==> src/hw/rtl/utgl_pkg.sv <==
// Shared types and constants for the UTF-8 text glyph layout block.
// Used by every module under hw/rtl; depends on nothing else.
package utgl_pkg;

    localparam int GLYPH_WIDTH_DEF  = 8;
    localparam int GLYPH_HEIGHT_DEF = 16;
    localparam int GLYPH_COUNT_DEF  = 108;

    localparam int CP_W    = 21;
    localparam int IDX_W   = 7;
    localparam int POS_W   = 16;
    localparam int SCALE_W = 8;

    localparam int APB_AW = 4;
    localparam int APB_DW = 32;

    localparam logic [1:0] REG_ORIGIN_X    = 2'd0;
    localparam logic [1:0] REG_ORIGIN_Y    = 2'd1;
    localparam logic [1:0] REG_GLYPH_SCALE = 2'd2;

    localparam logic [CP_W-1:0]  ASCII_LO   = 21'd32;
    localparam logic [CP_W-1:0]  ASCII_HI   = 21'd127;
    localparam logic [CP_W-1:0]  CP_NEWLINE = 21'd10;
    localparam logic [IDX_W-1:0] EXTRA_BASE = 7'd96;
    localparam int               EXTRA_N    = 12;

    localparam logic [CP_W-1:0] EXTRA_CODES [EXTRA_N] = '{
        21'd161, 21'd191, 21'd209, 21'd225, 21'd233, 21'd237,
        21'd241, 21'd243, 21'd250, 21'd252, 21'd26376, 21'd20320
    };

    typedef struct packed {
        logic signed [POS_W-1:0] origin_x;
        logic signed [POS_W-1:0] origin_y;
        logic [SCALE_W-1:0]      glyph_scale;
    } cfg_t;

    typedef struct packed {
        logic [IDX_W-1:0] idx;
        logic             valid;
    } glyph_t;

    typedef struct packed {
        logic                    emit;
        logic [IDX_W-1:0]        glyph_index;
        logic                    glyph_valid;
        logic signed [POS_W-1:0] pos_x;
        logic signed [POS_W-1:0] pos_y;
        logic                    end_of_text;
    } result_t;

endpackage

==> src/hw/rtl/utgl_cfg.sv <==
// APB-style register file holding origin_x, origin_y and glyph_scale.
// Depends on utgl_pkg.
module utgl_cfg (
    input  logic                         aclk,
    input  logic                         aresetn,
    input  logic                         psel,
    input  logic                         penable,
    input  logic                         pwrite,
    input  logic [utgl_pkg::APB_AW-1:0]  paddr,
    input  logic [utgl_pkg::APB_DW-1:0]  pwdata,
    output logic [utgl_pkg::APB_DW-1:0]  prdata,
    output logic                         pready,
    output utgl_pkg::cfg_t               cfg
);
    import utgl_pkg::*;

    logic signed [POS_W-1:0] origin_x_reg;
    logic signed [POS_W-1:0] origin_y_reg;
    logic [SCALE_W-1:0]      glyph_scale_reg;
    logic                    wr_en;
    logic [1:0]              reg_sel;

    assign pready  = 1'b1;
    assign wr_en   = psel & penable & pwrite & pready;
    assign reg_sel = paddr[3:2];

    always_ff @(posedge aclk) begin
        if (!aresetn) begin
            origin_x_reg    <= '0;
            origin_y_reg    <= '0;
            glyph_scale_reg <= SCALE_W'(1);
        end else if (wr_en) begin
            case (reg_sel)
                REG_ORIGIN_X:    origin_x_reg    <= pwdata[POS_W-1:0];
                REG_ORIGIN_Y:    origin_y_reg    <= pwdata[POS_W-1:0];
                REG_GLYPH_SCALE: glyph_scale_reg <= pwdata[SCALE_W-1:0];
                default: ;
            endcase
        end
    end

    always_comb begin
        case (reg_sel)
            REG_ORIGIN_X:    prdata = APB_DW'(unsigned'(origin_x_reg));
            REG_ORIGIN_Y:    prdata = APB_DW'(unsigned'(origin_y_reg));
            REG_GLYPH_SCALE: prdata = APB_DW'(glyph_scale_reg);
            default:         prdata = '0;
        endcase
    end

    assign cfg.origin_x    = origin_x_reg;
    assign cfg.origin_y    = origin_y_reg;
    assign cfg.glyph_scale = glyph_scale_reg;

endmodule

==> src/hw/rtl/utgl_lookup.sv <==
// Character table lookup: maps a codepoint to its glyph index and draw flag.
// Depends on utgl_pkg for the table of extra codepoints.
module utgl_lookup #(
    parameter int GLYPH_COUNT = utgl_pkg::GLYPH_COUNT_DEF
) (
    input  logic [utgl_pkg::CP_W-1:0] cp,
    output utgl_pkg::glyph_t          glyph
);
    import utgl_pkg::*;

    logic             hit;
    logic [IDX_W-1:0] idx;

    always_comb begin
        hit = 1'b0;
        idx = '0;
        if (cp >= ASCII_LO && cp <= ASCII_HI) begin
            hit = 1'b1;
            idx = IDX_W'(cp - ASCII_LO);
        end else begin
            for (int i = 0; i < EXTRA_N; i++) begin
                if (cp == EXTRA_CODES[i]) begin
                    hit = 1'b1;
                    idx = EXTRA_BASE + IDX_W'(i);
                end
            end
        end
    end

    assign glyph.idx   = idx;
    assign glyph.valid = hit && (32'(idx) < GLYPH_COUNT);

endmodule

==> src/hw/rtl/utgl_core.sv <==
// UTF-8 decoder state, cursor tracking and result formation for one byte.
// Depends on utgl_pkg and utgl_lookup.
module utgl_core #(
    parameter int GLYPH_WIDTH  = utgl_pkg::GLYPH_WIDTH_DEF,
    parameter int GLYPH_HEIGHT = utgl_pkg::GLYPH_HEIGHT_DEF,
    parameter int GLYPH_COUNT  = utgl_pkg::GLYPH_COUNT_DEF
) (
    input  logic              aclk,
    input  logic              aresetn,
    input  logic              fire,
    input  logic [7:0]        text_byte,
    input  logic              string_start,
    input  utgl_pkg::cfg_t    cfg,
    output utgl_pkg::result_t res
);
    import utgl_pkg::*;

    localparam int XADV_MAX = GLYPH_WIDTH * 255;
    localparam int YADV_MAX = (GLYPH_HEIGHT + 2) * 255;
    localparam int ADV_MAX  = (XADV_MAX > YADV_MAX) ? XADV_MAX : YADV_MAX;
    localparam int ADV_W    = $clog2(ADV_MAX + 1);
    localparam int SUM_W    = ((ADV_W + 1 > POS_W) ? ADV_W + 1 : POS_W) + 1;
    localparam logic signed [SUM_W-1:0] POS_MAX = SUM_W'(32767);
    localparam logic signed [SUM_W-1:0] POS_MIN = SUM_W'(-32768);

    function automatic logic signed [POS_W-1:0] sat16(input logic signed [SUM_W-1:0] v);
        logic signed [POS_W-1:0] r;
        if (v > POS_MAX) begin
            r = POS_MAX[POS_W-1:0];
        end else if (v < POS_MIN) begin
            r = POS_MIN[POS_W-1:0];
        end else begin
            r = v[POS_W-1:0];
        end
        return r;
    endfunction

    logic [1:0]              pend_reg, pend_next;
    logic [CP_W-1:0]         part_reg, part_next;
    logic signed [POS_W-1:0] cx_reg, cx_next;
    logic signed [POS_W-1:0] cy_reg, cy_next;
    logic                    stop_reg, stop_next;

    logic [1:0]              pend_eff, pend_dec;
    logic [CP_W-1:0]         part_eff, part_dec, cp_shift;
    logic signed [POS_W-1:0] cx_eff, cy_eff;
    logic                    stop_eff;
    logic                    dec_finish, code_go;
    logic [CP_W-1:0]         code_cp;
    glyph_t                  glyph;
    logic [ADV_W-1:0]        xadv, yadv;
    logic signed [SUM_W-1:0] x_sum, y_sum;
    logic                    finish;

    assign cx_eff   = string_start ? cfg.origin_x : cx_reg;
    assign cy_eff   = string_start ? cfg.origin_y : cy_reg;
    assign pend_eff = string_start ? 2'd0 : pend_reg;
    assign part_eff = string_start ? '0 : part_reg;
    assign stop_eff = string_start ? 1'b0 : stop_reg;
    assign cp_shift = {part_eff[CP_W-7:0], text_byte[5:0]};

    always_comb begin
        dec_finish = 1'b0;
        code_go    = 1'b0;
        code_cp    = cp_shift;
        pend_dec   = pend_eff;
        part_dec   = part_eff;
        if (!stop_eff) begin
            if (text_byte == 8'd0) begin
                dec_finish = 1'b1;
            end else if (pend_eff != 2'd0) begin
                part_dec = cp_shift;
                pend_dec = pend_eff - 2'd1;
                code_go  = (pend_eff == 2'd1);
            end else if (!text_byte[7]) begin
                code_go = 1'b1;
                code_cp = CP_W'(text_byte);
            end else if (text_byte[7:5] == 3'b110) begin
                part_dec = CP_W'(text_byte[4:0]);
                pend_dec = 2'd1;
            end else if (text_byte[7:4] == 4'b1110) begin
                part_dec = CP_W'(text_byte[3:0]);
                pend_dec = 2'd2;
            end else if (text_byte[7:3] == 5'b11110) begin
                part_dec = CP_W'(text_byte[2:0]);
                pend_dec = 2'd3;
            end else begin
                dec_finish = 1'b1;
            end
        end
    end

    utgl_lookup #(
        .GLYPH_COUNT(GLYPH_COUNT)
    ) u_lookup (
        .cp   (code_cp),
        .glyph(glyph)
    );

    assign xadv  = ADV_W'(cfg.glyph_scale) * ADV_W'(GLYPH_WIDTH);
    assign yadv  = ADV_W'(cfg.glyph_scale) * ADV_W'(GLYPH_HEIGHT + 2);
    assign x_sum = SUM_W'(cx_eff) + $signed(SUM_W'(xadv));
    assign y_sum = SUM_W'(cy_eff) + $signed(SUM_W'(yadv));

    always_comb begin
        finish          = dec_finish;
        res.emit        = 1'b0;
        res.glyph_index = glyph.idx;
        res.glyph_valid = glyph.valid;
        res.pos_x       = cx_eff;
        res.pos_y       = cy_eff;
        res.end_of_text = 1'b0;
        cx_next         = cx_eff;
        cy_next         = cy_eff;
        pend_next       = pend_dec;
        part_next       = part_dec;
        stop_next       = stop_eff;
        if (code_go) begin
            if (code_cp == '0) begin
                finish = 1'b1;
            end else if (code_cp == CP_NEWLINE) begin
                cx_next = cfg.origin_x;
                cy_next = sat16(y_sum);
            end else begin
                res.emit = 1'b1;
                cx_next  = sat16(x_sum);
            end
        end
        if (finish) begin
            res.emit        = 1'b1;
            res.end_of_text = 1'b1;
            res.glyph_index = '0;
            res.glyph_valid = 1'b0;
            stop_next       = 1'b1;
            pend_next       = 2'd0;
            part_next       = '0;
        end
    end

    always_ff @(posedge aclk) begin
        if (!aresetn) begin
            pend_reg <= 2'd0;
            part_reg <= '0;
            cx_reg   <= '0;
            cy_reg   <= '0;
            stop_reg <= 1'b1;
        end else if (fire) begin
            pend_reg <= pend_next;
            part_reg <= part_next;
            cx_reg   <= cx_next;
            cy_reg   <= cy_next;
            stop_reg <= stop_next;
        end
    end

endmodule

==> src/hw/rtl/utf8_text_glyph_layout.sv <==
// Top level of the UTF-8 text glyph layout block: stream ports, input and
// result registers. Depends on utgl_pkg, utgl_cfg and utgl_core.
//
// The block takes one text byte per clock cycle while the result side does
// not stall, and places one glyph per decoded codepoint but newlines.
// A byte is captured in an input register, then decoded, looked up in the
// character table and applied to the cursor as it leaves that register, and
// the result is held in an output register, from which it is offered. Bytes
// that start or continue a UTF-8 sequence without completing it, newlines
// and bytes seen after the end of a text give no transaction on the result
// side. The sustained rate, set by the single decode and cursor update
// step, is one byte per cycle while the result side does not stall. While
// a result waits on the output register, the next byte waits in the input
// register and the input stalls once that is full.
module utf8_text_glyph_layout #(
    parameter int GLYPH_WIDTH  = utgl_pkg::GLYPH_WIDTH_DEF,
    parameter int GLYPH_HEIGHT = utgl_pkg::GLYPH_HEIGHT_DEF,
    parameter int GLYPH_COUNT  = utgl_pkg::GLYPH_COUNT_DEF
) (
    input  logic                         aclk,
    input  logic                         aresetn,
    // tdata[7:0] text_byte
    input  logic [7:0]                   s_axis_tdata,
    // tuser[0] string_start
    input  logic [0:0]                   s_axis_tuser,
    input  logic                         s_axis_tvalid,
    output logic                         s_axis_tready,
    // tdata[6:0] glyph_index, [22:7] pos_x, [38:23] pos_y, [39] zero
    output logic [39:0]                  m_axis_tdata,
    // tuser[0] glyph_valid
    output logic [0:0]                   m_axis_tuser,
    output logic                         m_axis_tlast,
    output logic                         m_axis_tvalid,
    input  logic                         m_axis_tready,
    input  logic                         psel,
    input  logic                         penable,
    input  logic                         pwrite,
    input  logic [utgl_pkg::APB_AW-1:0]  paddr,
    input  logic [utgl_pkg::APB_DW-1:0]  pwdata,
    output logic [utgl_pkg::APB_DW-1:0]  prdata,
    output logic                         pready
);
    import utgl_pkg::*;

    cfg_t       cfg;
    result_t    res;
    logic       in_v_reg;
    logic [7:0] byte_reg;
    logic       start_reg;
    logic       advance;
    logic       out_v_reg;
    result_t    out_reg;

    utgl_cfg u_cfg (
        .aclk   (aclk),
        .aresetn(aresetn),
        .psel   (psel),
        .penable(penable),
        .pwrite (pwrite),
        .paddr  (paddr),
        .pwdata (pwdata),
        .prdata (prdata),
        .pready (pready),
        .cfg    (cfg)
    );

    assign advance       = in_v_reg && (!out_v_reg || m_axis_tready);
    assign s_axis_tready = !in_v_reg || advance;

    always_ff @(posedge aclk) begin
        if (!aresetn) begin
            in_v_reg <= 1'b0;
        end else if (s_axis_tready) begin
            in_v_reg <= s_axis_tvalid;
        end
    end

    always_ff @(posedge aclk) begin
        if (s_axis_tready && s_axis_tvalid) begin
            byte_reg  <= s_axis_tdata;
            start_reg <= s_axis_tuser[0];
        end
    end

    utgl_core #(
        .GLYPH_WIDTH (GLYPH_WIDTH),
        .GLYPH_HEIGHT(GLYPH_HEIGHT),
        .GLYPH_COUNT (GLYPH_COUNT)
    ) u_core (
        .aclk        (aclk),
        .aresetn     (aresetn),
        .fire        (advance),
        .text_byte   (byte_reg),
        .string_start(start_reg),
        .cfg         (cfg),
        .res         (res)
    );

    always_ff @(posedge aclk) begin
        if (!aresetn) begin
            out_v_reg <= 1'b0;
        end else if (advance && res.emit) begin
            out_v_reg <= 1'b1;
        end else if (m_axis_tready) begin
            out_v_reg <= 1'b0;
        end
    end

    always_ff @(posedge aclk) begin
        if (advance && res.emit) begin
            out_reg <= res;
        end
    end

    assign m_axis_tvalid = out_v_reg;
    assign m_axis_tdata  = {1'b0, out_reg.pos_y, out_reg.pos_x, out_reg.glyph_index};
    assign m_axis_tuser  = out_reg.glyph_valid;
    assign m_axis_tlast  = out_reg.end_of_text;

endmodule
==> config.mk <==
export PLATFORM = sky130hd
export DESIGN_NAME = utf8_text_glyph_layout
export DESIGN_NICKNAME = d
export VERILOG_FILES = /design/src/hw/rtl/utgl_pkg.sv /design/src/hw/rtl/utgl_cfg.sv /design/src/hw/rtl/utgl_lookup.sv /design/src/hw/rtl/utgl_core.sv /design/src/hw/rtl/utf8_text_glyph_layout.sv
export SDC_FILE = /design/constraint.sdc
export NUM_CORES = 1
export LEC_CHECK = 0
export BUFFER_PORTS_ARGS = -buffer_cell sky130_fd_sc_hd__buf_2
export CAP_MARGIN = 10
export CORE_UTILIZATION = 35
export DETAILED_ROUTE_END_ITERATION = 8
export GPL_TIMING_DRIVEN = 0
export PLACE_DENSITY = 0.58
export SLEW_MARGIN = 40
export SYNTH_ARGS = -nofsm -noshare
export SYNTH_HDL_FRONTEND = slang
export SYNTH_SLANG_ARGS = --single-unit
==> constraint.sdc <==
create_clock -name aclk -period 10.43 [get_ports aclk]
set_input_delay 0.5215 -clock aclk [delete_from_list [all_inputs] [get_ports aclk]]
set_output_delay 0.5215 -clock aclk [all_outputs]
set_load 0.02 [all_outputs]
==> results of run 1 <==
layout by cell type, fill, tap and decap left out, types with 6 or more instances in the layout:
cell type	count
a21oi_1	61
buf_2	99
o2111ai_1	6
nand4_1	7
nor3_1	19
nor2b_1	19
xor2_1	8
a211o_1	6
mux2_2	29
nand2_1	132
o211ai_1	10
clkbuf_1	42
o21ai_0	59
mux2i_1	28
inv_1	10
o21ai_1	12
conb_1	18
a22o_1	10
clkbuf_16	17
nor2_1	47
a221oi_1	12
a211oi_1	11
ha_1	34
o21bai_1	8
and2_1	10
a21o_1	17
dfxtp_1	92
a31oi_1	9
a21boi_0	34
xnor2_1	13
edfxtp_1	50
nand3_1	11
buf_4	19
kinds of logic (layout without fill, tap and decap cells):
logic type,count (synthesis),in the layout,share of synthesized area (%)
buf+inv,81,208,4.58
mux,57,57,7.24
other cells,2,18,0.0896
compound gates,298,298,24.4
xor+xnor,21,21,2.20
simple gates,278,278,15.8
fa+ha+maj,37,37,5.79
flops,142,142,39.9
worst reg2reg max path, delay by kind of cell, from the launching register on:
| family | cells | cell delay, ps |
|---|---|---|
| AO/OA/AOI/OAI | 6 | 1480 |
| buffers and inverters | 5 | 2410 |
| multiplexers | 1 | 450 |
| flip-flops | 1 | 320 |
| adder cells (fa/ha/maj) | 1 | 360 |
| AND/OR/NAND/NOR | 1 | 330 |
metrics by stage:
stage	total power [W]	hold WS [ps]	cell area [um^2]	cells	setup WS (ps)
after floorplan	0.000712	424	8440	932	5770
after global routing	0.00138	251	9920	1378	4750
after global placement	0.000759	434	9300	1343	3740
final	0.00133	269	9920	1378	5030
after CTS	0.00134	252	9920	1378	4850
after detailed placement	0.000762	441	9370	1346	4870
how the worst min path moves through the flow:
stage	from	to	slack, ps
after floorplan	u_core.cy_reg[10]$_SDFFE_PN0P_	u_core.cy_reg[10]$_SDFFE_PN0P_	420
after global routing	s_axis_tdata[2]	byte_reg[2]$_DFFE_PP_	250
after CTS	s_axis_tdata[2]	byte_reg[2]$_DFFE_PP_	250
after detailed placement	u_core.cy_reg[8]$_SDFFE_PN0P_	u_core.cy_reg[8]$_SDFFE_PN0P_	440
after global placement	u_core.cy_reg[5]$_SDFFE_PN0P_	u_core.cy_reg[5]$_SDFFE_PN0P_	430
final	s_axis_tdata[2]	byte_reg[2]$_DFFE_PP_	270
final cells by class:
class,count,area share [%]
multi-input combinational,709,47.6
sequential,142,33.7
timing repair buffer,95,5.22
clock buffer,19,4.56
tap,319,4.02
buffer,71,3.50
clock inverter,13,0.983
inverter,10,0.378
report_power, final:
| group | leakage [nW] | switching, W | internal (W) | total (W) |
|---|---|---|---|---|
| registers | 1.22 | 0.0000106 | 0.000590 | 0.000601 |
| logic | 2.41 | 0.0000972 | 0.0000543 | 0.000151 |
| clock network | 0.267 | 0.000240 | 0.000336 | 0.000575 |
metal layers:
| metal | global-route usage (%) | vias to the layer above | routed length [um] |
|---|---|---|---|
| met5 | 0 | - | 0 |
| met4 | 6.35 | 0 | 407 |
| met3 | 3.46 | 32 | 1270 |
| met2 | 34.9 | 228 | 12200 |
| met1 | 27.1 | 3611 | 11200 |
| li1 | - | 3620 | - |
==> flow_summary.json, run 1 <==
{
  "vias_per_cell": 5.44,
  "grt_use_total_pct": 20.8,
  "peakVddDrop_mv": 0.0830,
  "cp-end-kind": "register",
  "netlist.area_leader.share_pct": 22.0,
  "min_path_type": "input pin to register",
  "antenna_found_initial": 0,
  "grt_pass1_wl_um": 38200,
  "antenna_cells": 0,
  "synth_area_leaders": "dfxtp_1, edfxtp_1, nand2_1, ha_1, mux2_2",
  "slew_violations": 0,
  "rows": 56,
  "yosysWarnings": 0,
  "post_cts_resized": 0,
  "portBuffers": 92,
  "fin_tns_setup_ps": 0,
  "cts_hold_buf": 0,
  "rr_endpoint": "u_core.cy_reg[12]$_SDFFE_PN0P_",
  "finalHoldViolCount": 0,
  "cp_slowest_cell": "clkbuf_1",
  "via_count": 7491,
  "drtIter0Drc": 490,
  "postSynthAreaPerCell_um2": 9.15,
  "drt-pass1-iter-count": 5,
  "initial_core_util_pct": 35.7,
  "final_core_util_pct": 42.3,
  "ys_top_cells_by_count": "nand2_1, dfxtp_1, a21oi_1",
  "dpl.hpwl_um": 18800,
  "worstSetupEndpoint": "u_core.cy_reg[12]$_SDFFE_PN0P_",
  "register_area_um2": 3340,
  "maxClockFrequency_ghz": 0.185,
  "fp.dieH_um": 157,
  "numCtsBuffers": 17,
  "cp_top_family": "buffers and inverters",
  "cp_data_required_time_ps": 10790,
  "die_w_um": 157,
  "routedWlPerCell_um": 18.2,
  "synth_cells": 916,
  "min_path_cells": 1,
  "synth_ff_type": "dfxtp_1",
  "critPathLaunch": "start_reg$_DFFE_PP_",
  "fillCellCount": 2394,
  "period_needed_ps": 5400,
  "multiInputGateArea_um2": 4730,
  "cap_violations": 0,
  "yosysMostFrequentCell": "nand2_1",
  "ys_seq_area_share_pct": 39.9,
  "grt_pass1_vias": 6734,
  "gr-total-overflow": 0,
  "clk_latency_ps": 430,
  "area_growth_pct": 18.4,
  "largest_reg_flops": 39,
  "gp_congestion": 0.895,
  "crit_top_cell": "clkbuf_1",
  "drc": 0,
  "r2r-start": "start_reg$_DFFE_PP_",
  "syn_area_um2": 8380,
  "fin_skew_ps": 13.6,
  "post_cts_buffers": 0,
  "die_area_um2": 24600,
  "clk_pin_slew_ps": 60,
  "grt_max_degree": 17,
  "synth_seq_cells": 142,
  "ioPinCount": 129,
  "cp.arrival_ps": 5760,
  "yosys.area.top_type": "dfxtp_1",
  "path_cells": "buf_4 -> clkbuf_1 -> clkbuf_1 -> clkbuf_1 -> mux2_2 -> ha_1 -> a21o_1 -> or3_1 -> o211ai_1 -> a21oi_1 -> o211ai_1 -> clkbuf_1 -> a21oi_1 -> o21ai_1",
  "crit_fanout": 10,
  "ys_types": 73,
  "path_class": "register to register",
  "clock_sinks": 142,
  "cts_tree": "yes",
  "core_area_um2": 23500,
  "pwr_density_cell_nw_per_um2": 134,
  "min_period_over_period_pct": 51.8,
  "critPathBufInv": 5,
  "drt-total-wl_um": 25100,
  "worstSetupStartpointType": "register",
  "synth_edf_count": 50,
  "reg2reg_slack_ps": 5030,
  "slew_headroom_pct": 44.9,
  "drive_gt1_share_pct": 18.5,
  "cts_buffer_depth": 2,
  "crit_path_max_incr_delay_ps": 690,
  "rsz0062_at_grt": "no",
  "synthArstFlopShare_pct": 0,
  "clock_tree.root_cell": "clkbuf_16",
  "ff2ff_path_depth": 14,
  "finalSetupViolCount": 0,
  "leakagePower_nw": 3.90,
  "fin_nets": 1135,
  "htreeDepth": 4,
  "worst_slew_pin_slew_ps": 826,
  "ant_nets": 0,
  "cp_num_cells": 14,
  "status": "completed"
}
No activity file was read; power rests on OpenSTA's default activity.
==> run 2, diff against run 1 <==
- PLACE_DENSITY: 0.58 -> 0.6
- clock period: 10.43 -> 4.55 ns (I/O delays scaled with it)
==> run 2 against run 1 <==
Net effect: clock power grew to 2.7 times the previous value; hold slack lost 220 ps; routed wire length shrank 0.37%.
==> flow_summary.json, run 2 (synthesis results as in run 1) <==
{
  "grt_max_degree": 19,
  "area_growth_pct": 20.6,
  "ioPinCount": 129,
  "antenna_cells": 0,
  "layout_setup_ws_ps": 251,
  "hold-worst-slack_ps": 44.8,
  "route.met3.wl_um": 1040,
  "largest_reg_flops": 39,
  "finalHoldViolCount": 0,
  "die_w_um": 157,
  "clock_tree.root_cell": "clkbuf_16",
  "hold_end": "in_v_reg$_SDFFE_PN0N_",
  "worst_slew_pin_slew_ps": 783,
  "fillCellCount": 2350,
  "slew_violations": 0,
  "cp-end-kind": "register",
  "gr-total-overflow": 0,
  "cts_buffer_depth": 2,
  "path_class": "register to register",
  "worstSetupStartpointType": "register",
  "r2r-start": "start_reg$_DFFE_PP_",
  "min_period_over_period_pct": 94.5,
  "finalSetupViolCount": 0,
  "final_common_cell": "nand2_1",
  "cp_data_required_time_ps": 4870,
  "die_area_um2": 24600,
  "clock_sinks": 142,
  "rows": 56,
  "grt_use_total_pct": 20.8,
  "pwr_density_cell_nw_per_um2": 324,
  "cts_tree": "yes",
  "drt-total-wl_um": 25000,
  "drtIter0Drc": 488,
  "peakVddDrop_mv": 0.204,
  "fp.dieH_um": 157,
  "wl_met1_um": 11400,
  "clk_latency_ps": 440,
  "crit_fanout": 18,
  "power_w": 0.00327,
  "layout_common_cells": "nand2_1, buf_2, dfxtp_1, a21oi_1, o21ai_0",
  "maxClockFrequency_ghz": 0.233,
  "fin_nets": 1144,
  "via_count": 7434,
  "status": "completed",
  "multiInputGateArea_um2": 4730,
  "drt-pass1-iter-count": 5,
  "routed.top_layer": "met4",
  "clk_pin_slew_ps": 60,
  "dpl.hpwl_um": 18600,
  "cp.arrival_ps": 4620,
  "grt_pass1_vias": 6947,
  "hold_start": "s_axis_tvalid",
  "initial_core_util_pct": 35.7,
  "rr_endpoint": "u_core.cy_reg[11]$_SDFFE_PN0P_",
  "slew_headroom_pct": 47.4,
  "drc": 0,
  "min_path_cells": 3,
  "place_ws_ps": -996,
  "portBuffers": 92,
  "period_needed_ps": 4300,
  "ant_nets": 0,
  "leakagePower_nw": 3.99,
  "antenna_found_initial": 0,
  "fin_skew_ps": 11.5,
  "grt_pass1_wl_um": 38500,
  "ff2ff_path_depth": 15,
  "cap_violations": 0,
  "gp_congestion": 0.893,
  "core_area_um2": 23500,
  "register_area_um2": 3350,
  "reg2reg_slack_ps": 250,
  "htreeDepth": 4,
  "wl_met2_um": 11900,
  "vias_per_cell": 5.36,
  "drive_gt1_share_pct": 19.3,
  "numCtsBuffers": 17,
  "routedWlPerCell_um": 18.0,
  "min_path_type": "input pin to register"
}
==> run 2: cell types whose count changed in the layout (fill, tap and decap cells not counted), sizes merged <==
| cell | previous run | this run |
|---|---|---|
| inv | 10 | 12 |
| clkinvlp | 3 | 2 |
| clkinv | 9 | 5 |
| clkbuf | 62 | 59 |
| buf | 123 | 126 |
| bufinv | 1 | 4 |
| dlygate4sd3 | 0 | 9 |
==> run 2: per-layer routing <==
metal | track usage (%) | up-vias
met3 | 3.43 | 37
met5 | 0 | -
met1 | 27.1 | 3568
li1 | - | 3637
met4 | 8.08 | 0
met2 | 34.1 | 192
==> run 2: repair_timing <==
action,in CTS,in global routing
setup buffers,0,2
hold buffers,9,0
hold endpoints to repair,9,0
pin swaps,0,1
resized for setup,4,10
setup endpoints to repair,32,29
==> run 2: worst max path at each step <==
stage	start	end	slack, ps	cells past startpoint
2_1_floorplan	start_reg$_DFFE_PP_	u_core.cy_reg[3]$_SDFFE_PN0P_	470	15
3_3_place_gp	start_reg$_DFFE_PP_	u_core.cy_reg[6]$_SDFFE_PN0P_	-950	15
3_5_place_dp	start_reg$_DFFE_PP_	u_core.cy_reg[3]$_SDFFE_PN0P_	-1000	15
4_1_cts	u_cfg.glyph_scale_reg[4]$_SDFFE_PN0P_	u_core.cy_reg[14]$_SDFFE_PN0P_	40	17
5_1_grt	start_reg$_DFFE_PP_	u_core.cy_reg[6]$_SDFFE_PN0P_	-10	15
6_report	start_reg$_DFFE_PP_	u_core.cy_reg[11]$_SDFFE_PN0P_	250	15
==> run 2: area by class of cell <==
class	count	share of cell area, %
plain buffers	70	3.47
clock buffers	19	4.49
clock inverters	13	1.83
inverters	10	0.371
multi-input cells	709	46.8
flip-flops and latches	142	33.1
well taps	319	3.95
repair buffers	105	6.02
==> run 2: power breakdown <==
| part | internal [W] | switching [W] |
|---|---|---|
| Clock | 0.000952 | 0.000594 |
| Sequential | 0.00135 | 0.0000245 |
| Combinational | 0.000128 | 0.000222 |
==> run 2: metrics by stage <==
| stage | area (um^2) | instances | TNS, ps | util (%) |
|---|---|---|---|---|
| 2_1_floorplan | 8440 | 932 | 0 | - |
| 3_3_place_gp | 9300 | 1343 | -37680 | 39.6 |
| 3_5_place_dp | 9350 | 1345 | -20490 | 39.8 |
| 4_1_cts | 10100 | 1385 | 0 | 43.0 |
| 5_1_grt | 10100 | 1387 | -11.5 | 43.1 |
| 6_report | 10100 | 1387 | 0 | 43.1 |
==> run 2: worst max-delay path: stages (launching register included) <==
cell and delay, ps:
edfxtp_1 330, buf_4 270, clkbuf_2 360, buf_2 420
mux2_2 410, ha_1 230, fa_1 430, a211oi_1 260
nor2_1 130, o211ai_1 370, a211o_1 200, o211ai_1 80
buf_4 200, clkbuf_2 200, a22oi_1 150, o21ai_0 100
